$ cat src/rtl/pnrf_pkg.sv
// ----------------------------------------------------------------------------
// pnrf_pkg
// Shared types, constants and helpers of the packed nibble rectangle fill
// engine: store geometry, request codes, register indexes and queue words.
// ----------------------------------------------------------------------------
package pnrf_pkg;

    // frame store geometry
    localparam int unsigned STORE_BYTES = 131072;
    localparam int unsigned MADDR_W     = $clog2(STORE_BYTES);
    localparam logic [31:0] STORE_LIMIT = 32'(STORE_BYTES);

    // command queue between front and back
    localparam int unsigned QDEPTH = 4;
    localparam int unsigned QPTR_W = $clog2(QDEPTH);

    // request codes
    localparam logic [1:0] REQ_FILL  = 2'd0;
    localparam logic [1:0] REQ_PIXEL = 2'd1;
    localparam logic [1:0] REQ_READ  = 2'd2;

    // configuration register indexes
    localparam logic [1:0] CFG_BAND_TOP    = 2'd0;
    localparam logic [1:0] CFG_BAND_ROWS   = 2'd1;
    localparam logic [1:0] CFG_LINE_PIXELS = 2'd2;
    localparam logic [1:0] CFG_ROW_BYTES   = 2'd3;

    // nibble keep masks for read-modify-write
    localparam logic [7:0] NIB_LO_MASK = 8'h0F;
    localparam logic [7:0] NIB_HI_MASK = 8'hF0;

    typedef logic [MADDR_W-1:0] t_maddr;

    typedef enum logic [1:0] {
        K_NONE = 2'd0,
        K_FILL = 2'd1,
        K_READ = 2'd2
    } t_kind;

    typedef struct packed {
        logic [11:0] band_top;
        logic [11:0] band_rows;
        logic [11:0] line_pixels;
        logic [11:0] row_bytes;
    } t_cfg;

    // one classified request, already clipped
    typedef struct packed {
        t_kind       kind;
        logic        empty;
        logic [3:0]  shade;
        logic [11:0] x0;
        logic [11:0] x1;
        logic [11:0] rows;
        logic [23:0] base;
        logic [16:0] read_addr;
    } t_cmd;

    function automatic t_maddr mem_index(input logic [31:0] addr);
        return addr[MADDR_W-1:0];
    endfunction

    function automatic logic in_store(input logic [31:0] addr);
        return addr < STORE_LIMIT;
    endfunction

endpackage

$ cat src/rtl/pnrf_queue.sv
// ----------------------------------------------------------------------------
// pnrf_queue
// Short command queue that decouples the request front end from the
// store back end.
// ----------------------------------------------------------------------------
module pnrf_queue (
    input  logic            i_clk,
    input  logic            i_rst_n,
    input  logic            i_push,
    input  pnrf_pkg::t_cmd  i_cmd,
    output logic            o_full,
    input  logic            i_pop,
    output logic            o_valid,
    output pnrf_pkg::t_cmd  o_cmd
);

    localparam logic [pnrf_pkg::QPTR_W:0] DEPTH_CNT = (pnrf_pkg::QPTR_W + 1)'(pnrf_pkg::QDEPTH);

    pnrf_pkg::t_cmd                r_slot [pnrf_pkg::QDEPTH];
    logic [pnrf_pkg::QPTR_W-1:0]   r_wr, r_rd;
    logic [pnrf_pkg::QPTR_W:0]     r_count;

    assign o_full  = (r_count == DEPTH_CNT);
    assign o_valid = (r_count != '0);
    assign o_cmd   = r_slot[r_rd];

    always_ff @(posedge i_clk) begin
        if (!i_rst_n) begin
            r_wr    <= '0;
            r_rd    <= '0;
            r_count <= '0;
        end else begin
            if (i_push) r_wr <= r_wr + 1'b1;
            if (i_pop)  r_rd <= r_rd + 1'b1;
            if (i_push && !i_pop) begin
                r_count <= r_count + 1'b1;
            end else if (i_pop && !i_push) begin
                r_count <= r_count - 1'b1;
            end
        end
    end

    always_ff @(posedge i_clk) begin
        if (i_push) r_slot[r_wr] <= i_cmd;
    end

    a_no_push_full: assert property (@(posedge i_clk) disable iff (!i_rst_n)
        i_push |-> !o_full) else $error("queue push while full");
    a_no_pop_empty: assert property (@(posedge i_clk) disable iff (!i_rst_n)
        i_pop |-> o_valid) else $error("queue pop while empty");
    a_count_range: assert property (@(posedge i_clk) disable iff (!i_rst_n)
        r_count <= DEPTH_CNT) else $error("queue count out of range");

endmodule

$ cat config.mk
export PLATFORM = sky130hd
export DESIGN_NAME = pnrf_queue
export DESIGN_NICKNAME = d
export VERILOG_FILES = /design/src/rtl/pnrf_pkg.sv /design/src/rtl/pnrf_queue.sv
export SDC_FILE = /design/constraint.sdc
export NUM_CORES = 1
export LEC_CHECK = 0
export ABC_AREA = 1
export BUFFER_PORTS_ARGS = -buffer_cell sky130_fd_sc_hd__buf_2
export CORE_MARGIN = 2
export CORE_UTILIZATION = 55
export DETAILED_ROUTE_END_ITERATION = 12
export PLACE_DENSITY = 0.76
export SYNTH_ARGS = -nofsm -noshare
export SYNTH_HDL_FRONTEND = slang
export SYNTH_SLANG_ARGS = --single-unit
$ cat constraint.sdc
create_clock -name i_clk -period 3.16 [get_ports i_clk]
set_input_delay 0.316 -clock i_clk [delete_from_list [all_inputs] [get_ports i_clk]]
set_output_delay 0.316 -clock i_clk [all_outputs]
set_load 0.01 [all_outputs]
==> results.md <==
| Result | This run | Unit |
|---|---|---|
| Status | completed | - |
| Fraction of the cycle the final worst path needs | 79.6 | % |
| Number of resized instances in the post-cts repair step | 0 | - |
| Clock insertion delay at the later pin of the skew report | 0.51 | ns |
| Final setup viols | 0 | - |
| TritonCTS clock tree | done | - |
| Number of buffers inserted by hold repair at cts | 11 | - |
| Number of unique standard cell types used by synthesis | 25 | - |
| Final HPWL DP | 14.7 | mm |
| Effective utilization at floorplan | 55.8 | % |
| Drt via density | 5.53 | - |
| Fin Setup TNS | 0 | ns |
| Category of the critical setup timing path | register to primary output | - |
| Post-layout nets | 1150 | - |
| Count of cells along the worst hold path | 1 | - |
| Register bit total from synthesis | 345 | - |
| RSZ-0062 raised after global routing | no | - |
| Final WL | 26.8 | mm |
| Endpoint type of the worst setup path | primary output | - |
| Drt pass-1 iters | 5 | - |
| Buffer levels on the longest clock path | 3 | - |
| Post-synth design cell area | 0.0135 | sq mm |
| Number of failing hold endpoints at the final stage | 0 | - |
| Most common library cells after synthesis | 336 x sky130_fd_sc_hd__edfxtp_1, 138 x sky130_fd_sc_hd__o21ai_0, 134 x sky130_fd_sc_hd__nor2_1 | - |
| Drt drc | 0 | - |
| Initial antenna violation count | 3 | - |
| Upper clock frequency limit | 0.398 | GHz |
| VDD IR max | 0.518 | mV |
| Buffer count from post-CTS setup fixing | 0 | - |
| Routability-driven placement congestion ratio | 0.743 | - |
| Final cell count without fillers | 1410 | - |
| Height of the die | 161 | microns |
| Cell at the root of the clock tree | sky130_fd_sc_hd__clkbuf_16 | - |
| Worst slew margin relative to its limit | 50.2 | % |
| Pin count of the biggest net entering global routing | 169 | - |
| Wire length of the first global-routing pass | 41.4 | mm |
| Iter 0 DRT Violations | 481 | - |
| Width of the die | 161 | microns |
| Clock buffers created by TritonCTS | 36 | - |
| Proportion of layout cells with a drive suffix above 1 | 31.5 | % |
| Worst reg2reg endpoint | r_slot[2][71] | - |
| Layout area overhead | 18.2 | % |
| Core region area | 0.0242 | sq mm |
| Number of enable flip-flop cells after synthesis | 336 | - |
| Hold Path Class | input port to register | - |
| Total Routing Usage GR | 20.6 | % |
| Time the worst path needs with I/O delays and setup | 2.52 | ns |
| Crit Reg-Reg Startpoint | r_wr[0] | - |
| Reg-to-reg slack, setup | 1.29 | ns |
| Kind of launch point of the worst setup path | register | - |
| Final clock skew | 0.0189 | ns |
| Slew at the pin with the worst max-slew slack | 0.747 | ns |
| Finished Core Util | 65.9 | % |
| Post-route antenna net violation count | 0 | - |
| Total of buffers placed on input and output ports | 173 | - |
| Maxcap violations | 0 | - |
| Post-Syn Instances | 871 | - |
| Static power due to leakage | 5.55 | nW |
| Number of sinks on the clock net | 345 | - |
| Mean routed wirelength per cell | 19.0 | microns |
| Most common cell in the netlist | sky130_fd_sc_hd__edfxtp_1 | - |
| Hold endpoint | r_slot[0][35] | - |
| Number of max-slew violations in the final report | 0 | - |
| Fraction of registers with async set/reset | 0 | % |
| Most used DFF post-synth | sky130_fd_sc_hd__edfxtp_1 | - |
| CTS clock-pin slew for the worst setup and hold paths | 0.06 | ns |
| Highest net fanout along the worst path | 87 | - |
| Area share of the largest cell type after synthesis | 74.6 | % |
| Pre-CTS WS | 1.18 | ns |
| H-tree lvl count | 2 | - |
| Library cell with the largest summed area after synthesis | sky130_fd_sc_hd__edfxtp_1 | - |
| Nets in the synthesized netlist | 965 | - |
| Number of core rows | 57 | - |
| Total vias in the final route | 7797 | - |
| Overall power of the completed layout | 10.5 | mW |
| Crit path required time | 2.84 | ns |
| Synthesis warning total | 0 | - |
| Floorplan die area | 0.0259 | sq mm |
| Vias in the first global route | 7764 | - |
| Mean instance size in the synthesized netlist | 15.5 | sq um |
| Post-Place Cells | 1329 | - |
| Final global-route overflow total | 0 | - |
| Power density relative to cell area | 658 | mW/mm^2 |
| Dominant cells by area after synthesis | sky130_fd_sc_hd__edfxtp_1 75%, sky130_fd_sc_hd__o21ai_0 5.1%, sky130_fd_sc_hd__nor2_1 3.7% | - |
| Data arrival time of the critical path | 2.20 | ns |
| Count of fill cells added during filler insertion | 1716 | - |
| Post-synthesis sequential area ratio | 75.9 | % |
| Worst-case reg-to-reg path depth | 5 | - |
| Top-level I/O count | 174 | - |
| Setup ws final | 0.645 | ns |
| Source of the worst hold timing path | i_cmd[35] | - |
-- flip-flops by register name, summed over array words and instances, names as in the netlist, named ones only --
name     cells
r_slot     336
r_count      3
r_rd         2
r_wr         2
-- worst max path at each step --
stage,from,slack (ns),to,cells past startpoint
global placement,register,1.17,o_cmd[3],5
CTS,register,0.64,o_cmd[9],5
floorplan,r_wr[0],0.51,r_slot[2][0],4
global route,register,0.56,o_cmd[9],5
finish,register,0.64,o_cmd[71],5
detailed placement,register,1.18,o_cmd[3],5
-- cells by family (layout without fill, tap and decap cells) --
kind of cell	Yosys count	count (layout)	synth area share, %
compound gates	262	262	12.8
fa+ha+maj	6	6	0.610
buf+inv	71	284	3.27
flops	345	345	75.9
other cells	0	2	0
simple gates	187	187	7.44
-- cells in the final DEF (no fill, tap or decap), types with 8 or more instances in the layout --
cell,instances
sky130_fd_sc_hd__edfxtp_1,336
sky130_fd_sc_hd__nor2_1,134
sky130_fd_sc_hd__o21ai_1,20
sky130_fd_sc_hd__buf_12,8
sky130_fd_sc_hd__o22ai_1,44
sky130_fd_sc_hd__clkbuf_16,37
sky130_fd_sc_hd__o21ai_2,16
sky130_fd_sc_hd__dlygate4sd3_1,13
sky130_fd_sc_hd__clkbuf_1,9
sky130_fd_sc_hd__buf_2,173
sky130_fd_sc_hd__inv_1,11
sky130_fd_sc_hd__o21ai_0,138
sky130_fd_sc_hd__o22ai_2,40
sky130_fd_sc_hd__nor2_4,40
sky130_fd_sc_hd__nand2_1,10
-- routing by layer --
layer  wire (microns)  global-route usage [%]
met1            11600                    27.9
met5               11                       0
met4              695                    7.06
met3             1650                    4.49
met2            12900                    33.3
-- area by class of cell --
cell class                 instances  area, sq um  area share, %
antenna                            2         5.00         0.0313
clock buffer                      47          973           6.09
timing repair buffer             201         1210           7.56
sequential                       345        10300           64.3
clock inverter                    19          221           1.39
tap                              324          405           2.54
multi-input combinational        455         2820           17.6
inverter                          17         82.6          0.517
-- worst max-delay path, stage by stage, from the launching register on --
cell and delay [ns]:
sky130_fd_sc_hd__dfxtp_4 0.37, sky130_fd_sc_hd__inv_8 0.49, sky130_fd_sc_hd__buf_12 0.32, sky130_fd_sc_hd__o21ai_0 0.13, sky130_fd_sc_hd__o22ai_2 0.16, sky130_fd_sc_hd__buf_2 0.16
-- stage by stage --
| step | hold slack, ns | cell area [sq um] |
|---|---|---|
| after floorplan | 0.412 | 13500 |
| after global placement | 0.491 | 14700 |
| after detailed placement | 0.499 | 14700 |
| after CTS | 0.000121 | 16000 |
| after global routing | 0.00253 | 16000 |
| final | 0.0229 | 16000 |
-- power by group --
group | leakage, nW | internal (mW) | total [mW] | switching, mW
clock | 0.580 | 2.59 | 4.23 | 1.64
combinational | 1.81 | 0.353 | 1.00 | 0.651
sequential | 3.16 | 5.23 | 5.28 | 0.0534
total | 5.55 | 8.17 | 10.5 | 2.34
(Power assumes the default switching activity.)
