$ cat src/rtl/pnrf_pkg.sv
// ----------------------------------------------------------------------------
// pnrf_pkg
// Shared types, constants and helpers of the packed nibble rectangle fill
// engine: store geometry, request codes, register indexes and queue words.
// ----------------------------------------------------------------------------
package pnrf_pkg;

    // frame store geometry
    localparam int unsigned STORE_BYTES = 131072;
    localparam int unsigned MADDR_W     = $clog2(STORE_BYTES);
    localparam logic [31:0] STORE_LIMIT = 32'(STORE_BYTES);

    // command queue between front and back
    localparam int unsigned QDEPTH = 4;
    localparam int unsigned QPTR_W = $clog2(QDEPTH);

    // request codes
    localparam logic [1:0] REQ_FILL  = 2'd0;
    localparam logic [1:0] REQ_PIXEL = 2'd1;
    localparam logic [1:0] REQ_READ  = 2'd2;

    // configuration register indexes
    localparam logic [1:0] CFG_BAND_TOP    = 2'd0;
    localparam logic [1:0] CFG_BAND_ROWS   = 2'd1;
    localparam logic [1:0] CFG_LINE_PIXELS = 2'd2;
    localparam logic [1:0] CFG_ROW_BYTES   = 2'd3;

    // nibble keep masks for read-modify-write
    localparam logic [7:0] NIB_LO_MASK = 8'h0F;
    localparam logic [7:0] NIB_HI_MASK = 8'hF0;

    typedef logic [MADDR_W-1:0] t_maddr;

    typedef enum logic [1:0] {
        K_NONE = 2'd0,
        K_FILL = 2'd1,
        K_READ = 2'd2
    } t_kind;

    typedef struct packed {
        logic [11:0] band_top;
        logic [11:0] band_rows;
        logic [11:0] line_pixels;
        logic [11:0] row_bytes;
    } t_cfg;

    // one classified request, already clipped
    typedef struct packed {
        t_kind       kind;
        logic        empty;
        logic [3:0]  shade;
        logic [11:0] x0;
        logic [11:0] x1;
        logic [11:0] rows;
        logic [23:0] base;
        logic [16:0] read_addr;
    } t_cmd;

    function automatic t_maddr mem_index(input logic [31:0] addr);
        return addr[MADDR_W-1:0];
    endfunction

    function automatic logic in_store(input logic [31:0] addr);
        return addr < STORE_LIMIT;
    endfunction

endpackage

$ cat src/rtl/pnrf_front.sv
// ----------------------------------------------------------------------------
// pnrf_front
// Request front end: takes one word, clips it against the band and the
// line, computes the first row's byte offset and hands a command to the queue.
// ----------------------------------------------------------------------------
module pnrf_front (
    input  logic                  i_clk,
    input  logic                  i_rst_n,
    input  pnrf_pkg::t_cfg        i_cfg,
    input  logic                  i_in_valid,
    output logic                  o_in_ready,
    input  logic [1:0]            i_req_type,
    input  logic signed [15:0]    i_pos_x,
    input  logic signed [15:0]    i_pos_y,
    input  logic signed [15:0]    i_rect_width,
    input  logic signed [15:0]    i_rect_height,
    input  logic [3:0]            i_shade,
    input  logic [16:0]           i_read_addr,
    output logic                  o_push,
    output pnrf_pkg::t_cmd        o_cmd,
    input  logic                  i_q_full
);

    typedef enum logic [3:0] {
        F_IDLE = 4'b0001,
        F_CLIP = 4'b0010,
        F_BASE = 4'b0100,
        F_PUSH = 4'b1000
    } t_fstate;

    t_fstate r_state, n_state;

    logic [1:0]         r_type;
    logic signed [15:0] r_px, r_py, r_w, r_h;
    logic [3:0]         r_shade;
    logic [16:0]        r_addr;
    logic [11:0]        r_yoff;
    pnrf_pkg::t_cmd     r_cmd;

    pnrf_pkg::t_cmd     n_cmd;
    logic [11:0]        n_yoff;

    logic [15:0]        sum_x, sum_y;
    logic signed [16:0] s_px, s_py, s_ex, s_ey, s_top, s_bot, s_lp;
    logic signed [16:0] s_x0, s_x1, s_y0, s_y1, s_fill_off, s_pix_off, s_fill_rows;
    logic               fill_empty, pix_in;

    assign o_in_ready = (r_state == F_IDLE);
    assign o_push     = (r_state == F_PUSH) && !i_q_full;
    assign o_cmd      = r_cmd;

    // clipping in signed 17-bit, but the 16-bit edge sums r_px + r_w and r_py + r_h can wrap
    always_comb begin
        sum_x       = 16'(r_px + r_w);
        sum_y       = 16'(r_py + r_h);
        s_px        = r_px;
        s_py        = r_py;
        s_ex        = $signed(sum_x);
        s_ey        = $signed(sum_y);
        s_top       = $signed({5'd0, i_cfg.band_top});
        s_bot       = s_top + $signed({5'd0, i_cfg.band_rows});
        s_lp        = $signed({5'd0, i_cfg.line_pixels});
        s_x0        = (s_px < 17'sd0) ? 17'sd0 : s_px;
        s_x1        = (s_ex > s_lp) ? s_lp : s_ex;
        s_y0        = (s_py < s_top) ? s_top : s_py;
        s_y1        = (s_ey > s_bot) ? s_bot : s_ey;
        s_fill_off  = s_y0 - s_top;
        s_pix_off   = s_py - s_top;
        s_fill_rows = s_y1 - s_y0;
        fill_empty  = (s_x0 >= s_x1) || (s_y0 >= s_y1);
        pix_in      = (s_px >= 17'sd0) && (s_px < s_lp) && (s_py >= s_top) && (s_py < s_bot);

        n_cmd           = '0;
        n_cmd.shade     = r_shade;
        n_cmd.read_addr = r_addr;
        n_yoff          = '0;
        unique case (r_type)
            pnrf_pkg::REQ_FILL: begin
                n_cmd.kind  = pnrf_pkg::K_FILL;
                n_cmd.empty = fill_empty;
                n_cmd.x0    = s_x0[11:0];
                n_cmd.x1    = s_x1[11:0];
                n_cmd.rows  = s_fill_rows[11:0];
                n_yoff      = s_fill_off[11:0];
            end
            pnrf_pkg::REQ_PIXEL: begin
                // a pixel is a one-by-one rectangle
                n_cmd.kind  = pnrf_pkg::K_FILL;
                n_cmd.empty = !pix_in;
                n_cmd.x0    = s_px[11:0];
                n_cmd.x1    = s_px[11:0] + 12'd1;
                n_cmd.rows  = 12'd1;
                n_yoff      = s_pix_off[11:0];
            end
            pnrf_pkg::REQ_READ: begin
                n_cmd.kind  = pnrf_pkg::K_READ;
            end
            default: begin
                n_cmd.kind  = pnrf_pkg::K_NONE;
            end
        endcase
    end

    always_comb begin
        n_state = r_state;
        unique case (r_state)
            F_IDLE:  if (i_in_valid) n_state = F_CLIP;
            F_CLIP:  n_state = F_BASE;
            F_BASE:  n_state = F_PUSH;
            F_PUSH:  if (!i_q_full) n_state = F_IDLE;
            default: n_state = F_IDLE;
        endcase
    end

    always_ff @(posedge i_clk) begin
        if (!i_rst_n) begin
            r_state <= F_IDLE;
        end else begin
            r_state <= n_state;
        end
    end

    always_ff @(posedge i_clk) begin
        if (r_state == F_IDLE && i_in_valid) begin
            r_type  <= i_req_type;
            r_px    <= i_pos_x;
            r_py    <= i_pos_y;
            r_w     <= i_rect_width;
            r_h     <= i_rect_height;
            r_shade <= i_shade;
            r_addr  <= i_read_addr;
        end
        if (r_state == F_CLIP) begin
            r_cmd  <= n_cmd;
            r_yoff <= n_yoff;
        end
        if (r_state == F_BASE) begin
            r_cmd.base <= r_yoff * i_cfg.row_bytes;
        end
    end

endmodule

$ cat config.mk
export PLATFORM = sky130hd
export DESIGN_NAME = pnrf_front
export DESIGN_NICKNAME = d
export VERILOG_FILES = /design/src/rtl/pnrf_pkg.sv /design/src/rtl/pnrf_front.sv
export SDC_FILE = /design/constraint.sdc
export NUM_CORES = 1
export LEC_CHECK = 0
export BUFFER_PORTS_ARGS = -buffer_cell sky130_fd_sc_hd__buf_2
export CAP_MARGIN = 20
export CORE_MARGIN = 3
export CORE_UTILIZATION = 40
export CTS_BUF_LIST = sky130_fd_sc_hd__clkbuf_8
export DETAILED_ROUTE_END_ITERATION = 10
export PLACE_DENSITY = 0.71
export SLEW_MARGIN = 40
export SYNTH_ARGS = -nofsm -noshare
export SYNTH_HDL_FRONTEND = slang
export SYNTH_SLANG_ARGS = --single-unit
$ cat constraint.sdc
create_clock -name i_clk -period 8.8 [get_ports i_clk]
set_clock_uncertainty 0.05 [all_clocks]
set_input_delay 1.76 -clock i_clk [delete_from_list [all_inputs] [get_ports i_clk]]
set_output_delay 1.76 -clock i_clk [all_outputs]
set_load 0.005 [all_outputs]
==> results.md <==
- Non-filler instance count after layout: 2381
- GR Util met3: 0.04782
- Data arrival time of the critical path: 7710 ps
- #FFs+latches synth: 187
- Mapped Avg Cell Area: 10.26 µm²
- Fin crit share: 0.8480
- Die X: 210.6 µm
- Ant diodes: 0
- Sequential area share after synthesis: 0.3329
- Drt initial violations: 769
- Setup violators final: 0
- Synthesized cell area: 0.01675 mm²
- Crit path top cell by count: o21ai_0
- Drt total wl: 41060 µm
- WL per Instance: 17.25 µm
- Storage cell area: 0.005575 mm²
- Port bufs: 224
- GR Util met1: 0.2264
- Status: finished clean
- Root buf cell: clkbuf_8
- Worst path required time: 9050 ps
- Max Clk Rate: 0.1340 GHz
- HP Class: reg -> reg
- Cell area after layout: 0.01888 mm²
- GRT overflow: 0
- Highest-delay cell along the critical path: o32ai_1
- Post-DRT Antenna Nets: 0
- Hold-fix buffer count after cts: 0
- # IOs: 225
- RSZ-0062 raised after global routing: false
- Fill count: 3911
- Post-CTS Setup Bufs: 0
- CTS H-tree lvls: 4
- Crit-path max cell delay: 520 ps
- CTS tree: yes
- Critical Path Sink Type: flop
- Most Crowded Layer GR: met2
- Max-slew violations: 0
- Nets@finish: 2296
- Final Wtd Congestion: 0.9267
- Ys async rst share: 0
- Post-DP HPWL: 33030 µm
- Setup crit start kind: input pin
- DRC Markers: 0
- Largest net degree at the start of global routing: 74
- Final core utilization: 0.4593
- Clk_lat worst skew: 550 ps
- Vias in the first global route: 13330
- Main synth FF type: edfxtp_1
- GR Util met2: 0.3339
- Syn. warnings: 0
- Critical Path Fanout Max: 5
- Hold Fails Final Rpt: 0
- Worst-case clock buffer depth: 2
- Power density over the cells: 215.3 mW/mm²
- Die ar.: 0.04437 mm²
- EDFF count, synth: 183
- Least-Margin Pin Slew: 766.1 ps
- Initial Utilization: 0.4074
- Number of max-cap violations: 0
- TritonCTS Buffers: 17
- Setup TNS: 0 ps
- Vias/cell: 5.349
- Post-place instance area: 0.01842 mm²
- Peak supply drop: 189.8 µV
- CP Class: in -> reg
- Resize count post-CTS: 0
- Clock-pin slew on the worst setup and hold paths: 120 ps
- Library cells used by synthesis: 76
- Commonest cells after routing, fill and taps aside: buf_2, ha_1, inv_1, edfxtp_1, nand2_1
- Initial DRT Pass Iterations: 5
- Height of the die: 210.6 µm
- GRT Overall Usage: 0.1906
- Layout cells sized above 1: 0.1628
- Core area: 0.04111 mm²
- Num Clock Sinks: 187
- Final Critical Period: 7462 ps
- Antenna violations before repair: 0
- Area Overhead vs Synth: 12.74%
- Vias post-DR: 12740
- Row count: 74
- Leakage: 8.603 nW
- Syn Nets: 2092
- Multi-input logic area: 0.01028 mm²
- Inst Count DP: 2348
- Most common cell after layout, fill and taps aside: buf_2
- Post-Syn Instances: 1632
- Slew Limit Headroom: 0.4892
- First-pass GRT wire length: 67060 µm
-- final timing paths --
check                           startpoint         to  slack [ps]  depth (start not counted)
worst max-delay path             i_cfg[36]  o_cmd[52]        1340                         30
worst min-delay path            r_addr[10]  o_cmd[10]         380                          0
worst max register to register     r_py[0]  o_cmd[52]        2280                         26
worst min register to register  r_addr[10]  o_cmd[10]         380                          0
-- routing by layer --
layer | vias to the layer above | share of wire | wire (µm)
li1 | 6098 | - | -
met1 | 6200 | 0.41 | 16680
met2 | 363 | 0.50 | 20670
met3 | 75 | 0.060 | 2460
met4 | 0 | 0.031 | 1255
met5 | - | 0 | 0
-- final cells by class --
class	instances	area share
Multi-Input combinational cell	1200	0.5442
Sequential cell	187	0.2953
Timing Repair Buffer	230	0.06215
Inverter	200	0.03976
Tap cell	532	0.03525
Clock buffer	17	0.01239
Clock inverter	15	0.01100
-- cell families after synthesis --
logic type	after synthesis	share of synthesized area
compound gates	286	0.1121
xor+xnor	79	0.04221
fa+ha+maj	323	0.2880
buf+inv	245	0.05602
flops	187	0.3329
mux	48	0.03040
simple gates	464	0.1383
-- worst max-delay path: cells and delay by family --
| family | cells | cell delay [ps] |
|---|---|---|
| xor gates and xnor gates | 1 | 260 |
| AOI/OAI and AO/OA | 16 | 3030 |
| and+or+nand+nor | 5 | 700 |
| buffers and inverters | 3 | 320 |
| adders and majority gates | 4 | 1260 |
| muxes | 1 | 380 |
-- synthesized netlist by cell type (6+ instances only) --
| cell type | n | area [µm²] |
|---|---|---|
| nand2b_1 | 15 | 93.84 |
| a2111oi_0 | 6 | 52.55 |
| nor2_1 | 81 | 304.0 |
| clkbuf_1 | 41 | 153.9 |
| o21ai_0 | 74 | 370.4 |
| o21bai_1 | 8 | 60.06 |
| fa_1 | 105 | 2102 |
| mux2i_1 | 25 | 250.2 |
| mux2_2 | 12 | 135.1 |
| or3_1 | 10 | 62.56 |
| xnor2_1 | 50 | 437.9 |
| edfxtp_1 | 183 | 5495 |
| nand2_1 | 150 | 563.0 |
| o21a_1 | 25 | 187.7 |
| nor2b_1 | 36 | 225.2 |
| a21o_1 | 21 | 157.7 |
| nand4_1 | 21 | 131.4 |
| xor2_1 | 27 | 236.5 |
| and2_1 | 64 | 400.4 |
| a211oi_1 | 14 | 105.1 |
| inv_1 | 199 | 747.0 |
| and3_1 | 14 | 87.58 |
| ha_1 | 216 | 2703 |
| o211ai_1 | 8 | 60.06 |
| a21oi_1 | 78 | 390.4 |
| mux2_1 | 11 | 123.9 |
| nor4_1 | 8 | 50.05 |
| nor3_1 | 26 | 130.1 |
| nand3_1 | 17 | 85.08 |
-- through the flow --
step	hold WS (ps)	worst slack (ps)	total power [mW]
after detailed placement	354.5	835.2	3.451
after global routing	391.0	908.4	4.460
after floorplan	350.3	1575	2.921
after global placement	350.1	1114	3.396
final	381.9	1338	4.065
after CTS	383.9	1479	4.096
-- power by group --
| group | total, mW | switching (mW) | internal, mW |
|---|---|---|---|
| registers | 1.13 | 0.0605 | 1.07 |
| clock network | 0.614 | 0.388 | 0.226 |
| logic | 2.32 | 1.32 | 0.999 |
| total | 4.06 | 1.77 | 2.30 |
-- state kept, by name, summed over array words and instances, names as in the netlist --
register and cells:
r_shade 4, r_type 2, r_addr 17, r_h 16
r_yoff 12, r_w 16, o_cmd 84, r_state 4
r_px 16, r_py 16
No activity file was read; power rests on OpenSTA's default activity.
